==> src/nmea_rmc_gga_sentence_parser_macros.svh <==
// ----------------------------------------------------------------------------
// NMEA sentence parser assertion macros
// Assertion shorthands for the sentence parser back end.
// ----------------------------------------------------------------------------
`ifndef NMEA_RMC_GGA_SENTENCE_PARSER_MACROS_SVH
`define NMEA_RMC_GGA_SENTENCE_PARSER_MACROS_SVH

// The consequent must hold in the same cycle as the antecedent.
`define NRGP_ASSERT_NOW(label, ante, cons) \
   label: assert property (@(posedge clock) disable iff (reset) (ante) |-> (cons)) \
      else $error("nrgp: same-cycle check failed");

// The consequent must hold in the cycle after the antecedent.
`define NRGP_ASSERT_NEXT(label, ante, cons) \
   label: assert property (@(posedge clock) disable iff (reset) (ante) |=> (cons)) \
      else $error("nrgp: next-cycle check failed");

`endif

==> src/nrgp_pkg.sv <==
// ----------------------------------------------------------------------------
// NMEA sentence parser package
// Constants, codes and transaction types shared by the parser modules.
// ----------------------------------------------------------------------------
package nrgp_pkg;

   // Sentence limits.
   localparam int MAX_SENTENCE_LEN  = 128;
   localparam int MAX_FIELDS        = 32;
   localparam int POS_W             = $clog2(MAX_SENTENCE_LEN + 1);
   localparam int FIELD_W           = $clog2(MAX_FIELDS);

   // Queue depths (powers of two so the pointers wrap on their own).
   localparam int SUM_DEPTH = 4;
   localparam int SUM_PTR_W = $clog2(SUM_DEPTH);
   localparam int SUM_CNT_W = $clog2(SUM_DEPTH + 1);
   localparam int OUT_DEPTH = 4;
   localparam int OUT_PTR_W = $clog2(OUT_DEPTH);
   localparam int OUT_CNT_W = $clog2(OUT_DEPTH + 1);

   // Characters of interest.
   localparam logic [7:0] CH_COMMA = 8'h2C;
   localparam logic [7:0] CH_MINUS = 8'h2D;
   localparam logic [7:0] CH_DOT   = 8'h2E;
   localparam logic [7:0] CH_ZERO  = 8'h30;
   localparam logic [7:0] CH_NINE  = 8'h39;
   localparam logic [7:0] CH_A     = 8'h41;
   localparam logic [7:0] CH_C     = 8'h43;
   localparam logic [7:0] CH_G     = 8'h47;

   // Field numbers.
   localparam logic [FIELD_W-1:0] FLD_TIME   = FIELD_W'(1);
   localparam logic [FIELD_W-1:0] FLD_STATUS = FIELD_W'(2);
   localparam logic [FIELD_W-1:0] FLD_LAT    = FIELD_W'(3);
   localparam logic [FIELD_W-1:0] FLD_NS     = FIELD_W'(4);
   localparam logic [FIELD_W-1:0] FLD_LON    = FIELD_W'(5);
   localparam logic [FIELD_W-1:0] FLD_EW     = FIELD_W'(6);
   localparam logic [FIELD_W-1:0] FLD_SPEED  = FIELD_W'(7);
   localparam logic [FIELD_W-1:0] FLD_COURSE = FIELD_W'(8);
   localparam logic [FIELD_W-1:0] FLD_DATE   = FIELD_W'(9);

   typedef enum logic [1:0] {
      KIND_UNKNOWN = 2'd0,
      KIND_RMC     = 2'd1,
      KIND_GGA     = 2'd2
   } kind_type;

   typedef enum logic [1:0] {
      REC_POSITION = 2'd0,
      REC_MOTION   = 2'd1,
      REC_ALTITUDE = 2'd2,
      REC_REJECT   = 2'd3
   } record_type;

   typedef enum logic [1:0] {
      STAT_OK           = 2'd0,
      STAT_UNKNOWN_TYPE = 2'd1,
      STAT_INVALID_FIX  = 2'd2
   } status_type;

   // Everything a finished sentence leaves behind.
   typedef struct packed {
      kind_type             kind;
      logic                 fix;
      logic [1:0][14:0]     whole;
      logic [1:0][16:0]     frac;
      logic [1:0][2:0]      fdig;
      logic [1:0][7:0]      hemi;
      logic [19:0]          speed;
      logic [15:0]          course;
      logic [11:0][3:0]     dt;
      logic [20:0]          alt;
      logic                 alt_neg;
      logic [6:0]           sats;
   } sum_type;

   // Head of the sentence queue as seen by the back end.
   typedef struct packed {
      logic    valid;
      sum_type data;
   } sum_port_type;

   // One result transaction.
   typedef struct packed {
      record_type         record;
      status_type         status;
      logic signed [28:0] word_a;
      logic [15:0]        word_b;
      logic [6:0]         word_c;
      logic [9:0]         word_d;
      logic [6:0]         word_e;
      logic [6:0]         word_f;
      logic [7:0]         word_g;
      logic [7:0]         word_h;
      logic               last;
   } rec_type;

endpackage

==> src/nrgp_front.sv <==
// ----------------------------------------------------------------------------
// NMEA sentence parser front end
// Splits the character stream into fields, accumulates the numbers and
// queues a summary of every finished sentence.
// ----------------------------------------------------------------------------
module nrgp_front
   import nrgp_pkg::*;
(
   input  logic         clock,
   input  logic         reset,
   input  logic         push,
   output logic         full,
   input  logic [7:0]   req_data_byte,
   input  logic         req_end_of_sentence,
   output sum_port_type sum_out,
   input  logic         sum_pop
);

   // Whole degrees and minutes digit, saturating.
   function automatic logic [14:0] whole_digit(logic [14:0] w, logic [3:0] d);
      logic [18:0] r;
      r = 19'(w) * 19'd10 + 19'(d);
      return (r > 19'd32767) ? 15'd32767 : r[14:0];
   endfunction

   // Satellite count digit, saturating.
   function automatic logic [6:0] sats_digit(logic [6:0] s, logic [3:0] d);
      logic [10:0] r;
      r = 11'(s) * 11'd10 + 11'(d);
      return (r > 11'd127) ? 7'd127 : r[6:0];
   endfunction

   // Digit into a value with two kept fraction digits, saturating.
   function automatic logic [19:0] hund_digit(logic [19:0] v, logic [3:0] d, logic pt,
                                              logic [2:0] fl, logic [19:0] limit);
      logic [24:0] r;
      r = 25'(v);
      if (!pt) begin
         r = r * 25'd10 + 25'(d) * 25'd100;
      end else if (fl == 3'd0) begin
         r = r + 25'(d) * 25'd10;
      end else if (fl == 3'd1) begin
         r = r + 25'(d);
      end
      return (r > 25'(limit)) ? limit : r[19:0];
   endfunction

   // Digit into a value with one kept fraction digit, saturating.
   function automatic logic [20:0] tenth_digit(logic [20:0] v, logic [3:0] d, logic pt,
                                               logic [2:0] fl);
      logic [25:0] r;
      r = 26'(v);
      if (!pt) begin
         r = r * 26'd10 + 26'(d) * 26'd10;
      end else if (fl == 3'd0) begin
         r = r + 26'(d);
      end
      return (r > 26'd999999) ? 21'd999999 : r[20:0];
   endfunction

   sum_type              sum_ff, sum_in;
   logic [POS_W-1:0]     pos_ff, pos_in;
   logic [FIELD_W-1:0]   field_ff, field_in;
   logic [6:0]           cif_ff, cif_in;
   logic                 point_ff, point_in;
   logic [2:0]           flen_ff, flen_in;
   logic [3:0]           dig;
   logic                 accept;

   sum_type              q_mem [SUM_DEPTH];
   logic [SUM_PTR_W-1:0] q_wr_ff, q_rd_ff;
   logic [SUM_CNT_W-1:0] q_cnt_ff;
   logic                 q_push, q_pop;

   assign full   = (q_cnt_ff == SUM_CNT_W'(SUM_DEPTH));
   assign accept = push && !full;
   assign dig    = (req_data_byte >= CH_ZERO && req_data_byte <= CH_NINE) ?
                   4'(req_data_byte - CH_ZERO) : 4'd0;

   // Per-character update of the sentence state.
   always_comb begin
      sum_in   = sum_ff;
      pos_in   = pos_ff;
      field_in = field_ff;
      cif_in   = cif_ff;
      point_in = point_ff;
      flen_in  = flen_ff;
      if (pos_ff < POS_W'(MAX_SENTENCE_LEN)) begin
         if (pos_ff == POS_W'(4)) begin
            sum_in.kind = (req_data_byte == CH_G) ? KIND_GGA : KIND_UNKNOWN;
         end
         if (pos_ff == POS_W'(5) && req_data_byte == CH_C) begin
            sum_in.kind = KIND_RMC;
         end
         if (req_data_byte == CH_COMMA) begin
            if (field_ff < FIELD_W'(MAX_FIELDS - 1)) begin
               field_in = field_ff + 1'b1;
            end
            cif_in   = 7'd0;
            point_in = 1'b0;
            flen_in  = 3'd0;
         end else begin
            // Positional captures happen for any character.
            if (field_ff == FLD_TIME && cif_ff < 7'd6) begin
               sum_in.dt[{1'b0, cif_ff[2:0]}] = dig;
            end
            if (field_ff == FLD_DATE && cif_ff < 7'd6) begin
               sum_in.dt[4'd6 + {1'b0, cif_ff[2:0]}] = dig;
            end
            if (field_ff == FLD_STATUS && cif_ff == 7'd0) begin
               sum_in.fix = (req_data_byte == CH_A);
            end
            if (field_ff == FLD_NS && cif_ff == 7'd0) begin
               sum_in.hemi[0] = req_data_byte;
            end
            if (field_ff == FLD_EW && cif_ff == 7'd0) begin
               sum_in.hemi[1] = req_data_byte;
            end
            // Decimal point, sign, or a digit to accumulate.
            if (req_data_byte == CH_DOT && !point_ff) begin
               point_in = 1'b1;
            end else if (req_data_byte == CH_MINUS && cif_ff == 7'd0) begin
               if (field_ff == FLD_DATE) begin
                  sum_in.alt_neg = 1'b1;
               end
            end else begin
               for (int ax = 0; ax < 2; ax++) begin
                  if (field_ff == ((ax == 1) ? FLD_LON : FLD_LAT)) begin
                     if (!point_ff) begin
                        sum_in.whole[ax] = whole_digit(sum_ff.whole[ax], dig);
                     end else if (sum_ff.fdig[ax] < 3'd5) begin
                        sum_in.frac[ax] = 17'(sum_ff.frac[ax]) * 17'd10 + 17'(dig);
                        sum_in.fdig[ax] = sum_ff.fdig[ax] + 1'b1;
                     end
                  end
               end
               if (field_ff == FLD_SPEED) begin
                  sum_in.speed = hund_digit(sum_ff.speed, dig, point_ff, flen_ff, 20'd999999);
                  if (!point_ff) begin
                     sum_in.sats = sats_digit(sum_ff.sats, dig);
                  end
               end
               if (field_ff == FLD_COURSE) begin
                  sum_in.course = 16'(hund_digit(20'(sum_ff.course), dig, point_ff, flen_ff,
                                                 20'd35999));
               end
               if (field_ff == FLD_DATE) begin
                  sum_in.alt = tenth_digit(sum_ff.alt, dig, point_ff, flen_ff);
               end
               if (point_ff && flen_ff < 3'd7) begin
                  flen_in = flen_ff + 1'b1;
               end
            end
            if (cif_ff < 7'd127) begin
               cif_in = cif_ff + 1'b1;
            end
         end
         pos_in = pos_ff + 1'b1;
      end
   end

   // Sentence state registers; the final character clears them.
   always_ff @(posedge clock) begin
      if (reset || (accept && req_end_of_sentence)) begin
         sum_ff   <= '0;
         pos_ff   <= '0;
         field_ff <= '0;
         cif_ff   <= '0;
         point_ff <= 1'b0;
         flen_ff  <= '0;
      end else if (accept) begin
         sum_ff   <= sum_in;
         pos_ff   <= pos_in;
         field_ff <= field_in;
         cif_ff   <= cif_in;
         point_ff <= point_in;
         flen_ff  <= flen_in;
      end
   end

   // Sentence queue toward the back end.
   assign q_push = accept && req_end_of_sentence;
   assign q_pop  = sum_pop && sum_out.valid;

   always_ff @(posedge clock) begin
      if (q_push) begin
         q_mem[q_wr_ff] <= sum_in;
      end
   end

   always_ff @(posedge clock) begin
      if (reset) begin
         q_wr_ff  <= '0;
         q_rd_ff  <= '0;
         q_cnt_ff <= '0;
      end else begin
         if (q_push) begin
            q_wr_ff <= q_wr_ff + 1'b1;
         end
         if (q_pop) begin
            q_rd_ff <= q_rd_ff + 1'b1;
         end
         if (q_push && !q_pop) begin
            q_cnt_ff <= q_cnt_ff + 1'b1;
         end else if (q_pop && !q_push) begin
            q_cnt_ff <= q_cnt_ff - 1'b1;
         end
      end
   end

   assign sum_out.valid = (q_cnt_ff != '0);
   assign sum_out.data  = q_mem[q_rd_ff];

endmodule

==> config.mk <==
export PLATFORM = sky130hd
export DESIGN_NAME = nrgp_front
export DESIGN_NICKNAME = d
export VERILOG_FILES = /design/src/nmea_rmc_gga_sentence_parser_macros.svh /design/src/nrgp_pkg.sv /design/src/nrgp_front.sv
export SDC_FILE = /design/constraint.sdc
export NUM_CORES = 2
export LEC_CHECK = 0
export BUFFER_PORTS_ARGS = -buffer_cell sky130_fd_sc_hd__buf_4
export CAP_MARGIN = 20
export CORE_UTILIZATION = 60
export CTS_CLUSTER_SIZE = 30
export DETAILED_ROUTE_END_ITERATION = 8
export GPL_TIMING_DRIVEN = 1
export PLACE_DENSITY = 0.77
export SETUP_SLACK_MARGIN = 0.4
export SLEW_MARGIN = 0
export SYNTH_ARGS = -nofsm -noshare
export SYNTH_HDL_FRONTEND = slang
export SYNTH_SLANG_ARGS = --single-unit
==> constraint.sdc <==
create_clock -name clock -period 9.55 [get_ports clock]
set_clock_uncertainty 0.05 [all_clocks]
set_input_delay 0.955 -clock clock [delete_from_list [all_inputs] [get_ports clock]]
set_output_delay 0.955 -clock clock [all_outputs]
set_load 0.005 [all_outputs]
Word level (Yosys, flattened, before mapping)
Memories as Yosys holds them, arrays and structs flattened. A register that Yosys moved wholly into a read port is not among the register bits.
Index checks and enable logic that the tools add are counted.
{"block": "totals", "out_inout_bits": 204, "mem_bits_rw": 808, "regBits": 233, "elab_cells": 238, "mem_count": 1, "inputBits": 13}
{"block": "op_classes", "n_addsub": 25, "order_cmp": 19, "n_reduce_logical": 34, "mux": 92, "n_eq_ne": 21, "mul": 11}
{"memory": "q_mem", "words": 4, "width": 202, "read_ports": 1, "rd_ports_with_merged_regs": 1, "write_ports": 1, "line": "nrgp_front.sv:70", "source": "sum_type q_mem [SUM_DEPTH];"}
{"operator": "$mux 25", "count": 11}
{"operator": "$mux 202", "count": 1}
{"operator": "$mux 200", "count": 1}
{"operator": "$mux 48", "count": 4}
{"operator": "$mux 26", "count": 6}
{"operator": "$mux 70", "count": 2}
{"operator": "$mux 17", "count": 8}
{"operator": "$mux 21", "count": 6}
{"operator": "$bwmux 48", "count": 2}
{"operator": "$mux 15", "count": 6}
{"operator": "$mux 36", "count": 2}
{"operator": "$mux 7", "count": 6}
{"operator": "$mux 20", "count": 2}
{"operator": "$add 19x4->19", "count": 2}
{"operator": "$gt 19x15->1 const B", "count": 2}
{"operator": "$mul 15x3->18 const B", "count": 2}
{"operator": "$mux 3", "count": 12}
{"operator": "$add 17x4->17", "count": 2}
{"operator": "$mul 17x3->16 const B", "count": 2}
{"operator": "$mux 16", "count": 2}
{"operator": "$mux 29", "count": 1}
{"operator": "$add 25x8->26", "count": 1}
{"operator": "$gt 26x20->1 const B", "count": 1}
{"operator": "$add 24x11->25", "count": 1}
{"operator": "other kinds (63)", "count": 117}

Longest topological paths before layout
{"block": "logic_depth", "depth_word": 19, "mapped_depth": 23}

Worst setup path before layout
OpenSTA, ideal clock, no wires.
{"block": "synth_path", "path_type": "in2reg", "start": "in push", "end": "mem q_mem[0][0] (netlist bit), enable pin", "cell_stages": 5, "path_buffers": 3, "setup_time_ns": 0.589, "path_slack_ns": 2.448, "t_arrival_ns": 6.463, "cell_sequence": "nor2b_1 clkbuf_1 clkbuf_1 clkbuf_1 and3_1"}
{"block": "synth_between", "elab_chain_len": 4}
{"element": "start: declaration", "line": "nrgp_front.sv:11", "source": "input logic push,"}
{"element": "$logic_and 1x1->1", "line": "nrgp_front.sv:76", "source": "assign accept = push && !full;"}
{"element": "$logic_and 1x1->1", "line": "nrgp_front.sv:182", "source": "assign q_push = accept && req_end_of_sentence;"}
{"element": "$mux 1", "line": "nrgp_front.sv:186", "source": "if (q_push) begin"}
{"element": "$mux 1 (implied by the code)", "line": "nrgp_front.sv:187", "source": "q_mem[q_wr_ff] <= sum_in;"}
{"element": "end: declaration", "line": "nrgp_front.sv:70"}
No other way between the ends.

==> impl_metrics.yaml <==
run_status:
  outcome: "complete, no violations"
synth:
  synthDistinctLibCells: 90
  syn_avg_cell_area_sq_um: 12.51
  synth_top_cell_by_area: "edfxtp_1"
  synth-edff-count: 808
  ys_ff_latch: 1043
  synth_area_leaders: "edfxtp_1 46%, dfxtp_1 8.9%, mux4_2 8.6%"
  ys_warn_count: 0
  syn-num-nets: 4572
  netlist_area_sq_um: 52800
  ys.flop_type: "edfxtp_1"
  synthArstFlopShare: 0
  synth_top_area_share: 0.4596
  synthCells: 4220
  yosysSeqAreaShare: 0.5487
critical_path:
  arrival_ps: 7530
  critPathMaxFanout: 14
  crit_chain: "buf_4 > nor2b_1 > and3b_1 > nand3_1 > buf_4 > inv_1 > ha_1 > ha_1 > inv_1 > fa_1 > xnor2_1 > ha_1 > and2_1 > a221o_1 > a31oi_1 > xnor2_1 > a2111oi_0 > a21o_1 > nand2_1 > o211ai_2 > and2_4 > or2_1 > a21oi_2"
  crit_type: "input pin to flop"
  crit_buf_inv: 4
  required_ps: 9890
  cp_common_cell: "ha_1"
  max_stage_delay_ps: 650
  cp-start-kind: "input pin"
  cp_slowest_cell: "xnor2_1"
  critPathTopFamily: "compound AO/OA/AOI/OAI gates"
  endpoint_kind: "flop"
clocking:
  clk-insertion-delay-late_ps: 690
  cts_setup_buffers: 0
  clock-root-buffer: "clkbuf_16"
  cts_sinks: 1043
  clock_path_buffers: 3
  cts_max_level: 3
  clk_pin_slew_ps: 60
  cts_tree: "done"
  cts_buffers: 103
  cts_hold_buf: 0
  cts_resized: 0
global_routing:
  antenna_found_initial: 4
  grt_usage: 0.2807
  gr-total-overflow: 0
  grt_max_degree: 144
  grt_pass1_vias: 34830
  grt_pass1_wl_um: 196400
layout:
  drive_above_1_share: 0.1601
  fin_util: 0.6794
  syn_to_final_growth_pct: 11.99
  fin_cells: 5641
  layout.nets: 4748
detailed_routing:
  wl_um: 125200
  ant_nets: 0
  drt_iter0_markers: 2861
  viasPerCell: 6.282
  vias: 35430
  first_pass_iters: 6
  post_drt_wl_per_cell_um: 22.19
  drcViolationCount: 0
sta:
  fin_ws_ps: 2353
  drv_slew: 0
  setup_viol: 0
  fmax_mhz: 138.9
  period_needed_ps: 7197
  slew_headroom: 0.2794
  grt_setup_unrepaired: "no"
  final.setup.tns_ps: 0
  tightest_slew_ps: 1081
  finalHoldViolations: 0
  finalCritPeriodShare: 0.7536
die:
  die-area_sq_um: 89190
  die_w_um: 298.6
  placeableCoreArea_sq_um: 87020
  rows: 108
  die_height_um: 298.6
  io_pins: 217
  start_util: 0.6067
placed_design:
  placed_cells: 5443
  io_buffer_count: 216
  pre_cts_ws_ps: 1810
  gp_congestion: 0.9097
  dp_hpwl_um: 80740
power_and_ir_drop:
  peakVddDrop_mv: 0.2829
  total_leakage_power_uw: 0.02167
  power.density_nw_per_um2: 196.4
  finalPower_uw: 11610
job:
  drv_cap: 0
hold_path:
  hold_class: "flop to flop"
## layout make-up
cell class	count	area [sq um]
multi-input combinational	2863	22700
sequential	1043	28980
antenna	1	2.502
inverter	125	469.2
timing repair buffer	260	2017
fill	6141	27900
tap	1155	1445
clock inverter	42	494.2
clock buffer	152	3018
## placed cells by master (no fill, tap or decap), types with 23 or more instances in the layout
cell,netlist,layout
a21oi_1,247,247
nand2_1,358,358
o211ai_1,27,27
fa_1,23,23
mux4_2,202,202
a211oi_1,29,29
edfxtp_1,808,808
clkbuf_16,0,108
a21o_1,50,50
mux2_2,53,53
o21a_1,36,36
and2_1,26,26
a31oi_1,55,55
xor2_1,89,89
nor2b_1,27,24
o21ai_0,213,213
nor2_1,346,344
ha_1,316,316
inv_1,124,124
xnor2_1,132,132
nand3_1,78,78
clkbuf_1,140,29
nand4_1,30,30
nor3_1,109,107
buf_4,0,254
and3_1,35,31
dfxtp_1,235,232
## kinds of logic (layout without fill, tap and decap cells)
| logic type | count (synthesis) | in the layout | synth area share |
|---|---|---|---|
| muxes | 274 | 274 | 0.1012 |
| adders and majority gates | 339 | 339 | 0.08361 |
| AOI/OAI and AO/OA | 873 | 873 | 0.1049 |
| other | 0 | 1 | 0 |
| xor gates and xnor gates | 223 | 223 | 0.03751 |
| buffers and inverters | 314 | 579 | 0.02263 |
| DFF | 1043 | 1043 | 0.5487 |
| and+or+nand+nor | 1154 | 1154 | 0.1015 |
## through the flow
step | hold WS, ps | cell area [sq um]
final | 406.9 | 59130
after detailed placement | 396.6 | 55570
after floorplan | 382.9 | 52800
after CTS | 404.6 | 59090
after global placement | 388.3 | 55570
after global routing | 422.1 | 59130
## worst min-delay path, stage by stage, from the launching register on
cell,delay [ps]
dfxtp_1,310
nand2_1,50
a21oi_1,50
## routing by layer
layer  track usage  share of wire  up-vias
met5             0       0.000096        -
met4       0.09145          0.028        2
met3       0.03388          0.062      202
met2        0.4732           0.50     1233
met1        0.3808           0.41    17570
li1              -              -    16430
## power breakdown
group | leakage [uW] | switching [uW] | internal (uW)
combinational | 0.0109 | 1100 | 1160
clock | 0.00171 | 1730 | 2420
sequential | 0.00910 | 115 | 5090
total | 0.0217 | 2940 | 8670
## Yosys cell counts, drive strengths merged, types with 35 or more instances
cell type / instances
inv: 124
o21ai: 230
nor3: 109
mux2: 54
mux4: 202
dfxtp: 235
a21o: 50
a31oi: 56
ha: 316
o21a: 36
and3: 35
buf: 49
nand3: 78
clkbuf: 140
xnor2: 132
nor2: 347
nand2: 358
xor2: 89
a21oi: 253
edfxtp: 808
## flip-flops by register name (all words and copies together) (netlist names), named ones only
| name | cells |
|---|---|
| cif_ff | 7 |
| field_ff | 5 |
| sum_ff | 202 |
| q_cnt_ff | 3 |
| point_ff | 1 |
| q_wr_ff | 2 |
| pos_ff | 8 |
| q_mem | 808 |
| flen_ff | 3 |
| q_rd_ff | 2 |
## final timing paths
check | end | cells past startpoint | startpoint | slack (ps)
setup / recovery | q_mem[3][96] | 23 | req_data_byte[6] | 2350
hold / removal | sum_ff[66] | 2 | sum_ff[66] | 410
setup reg to reg | q_mem[2][17] | 16 | sum_ff[9] | 3840
hold reg to reg | sum_ff[66] | 2 | sum_ff[66] | 410
Power figures use the tool's default switching activity.
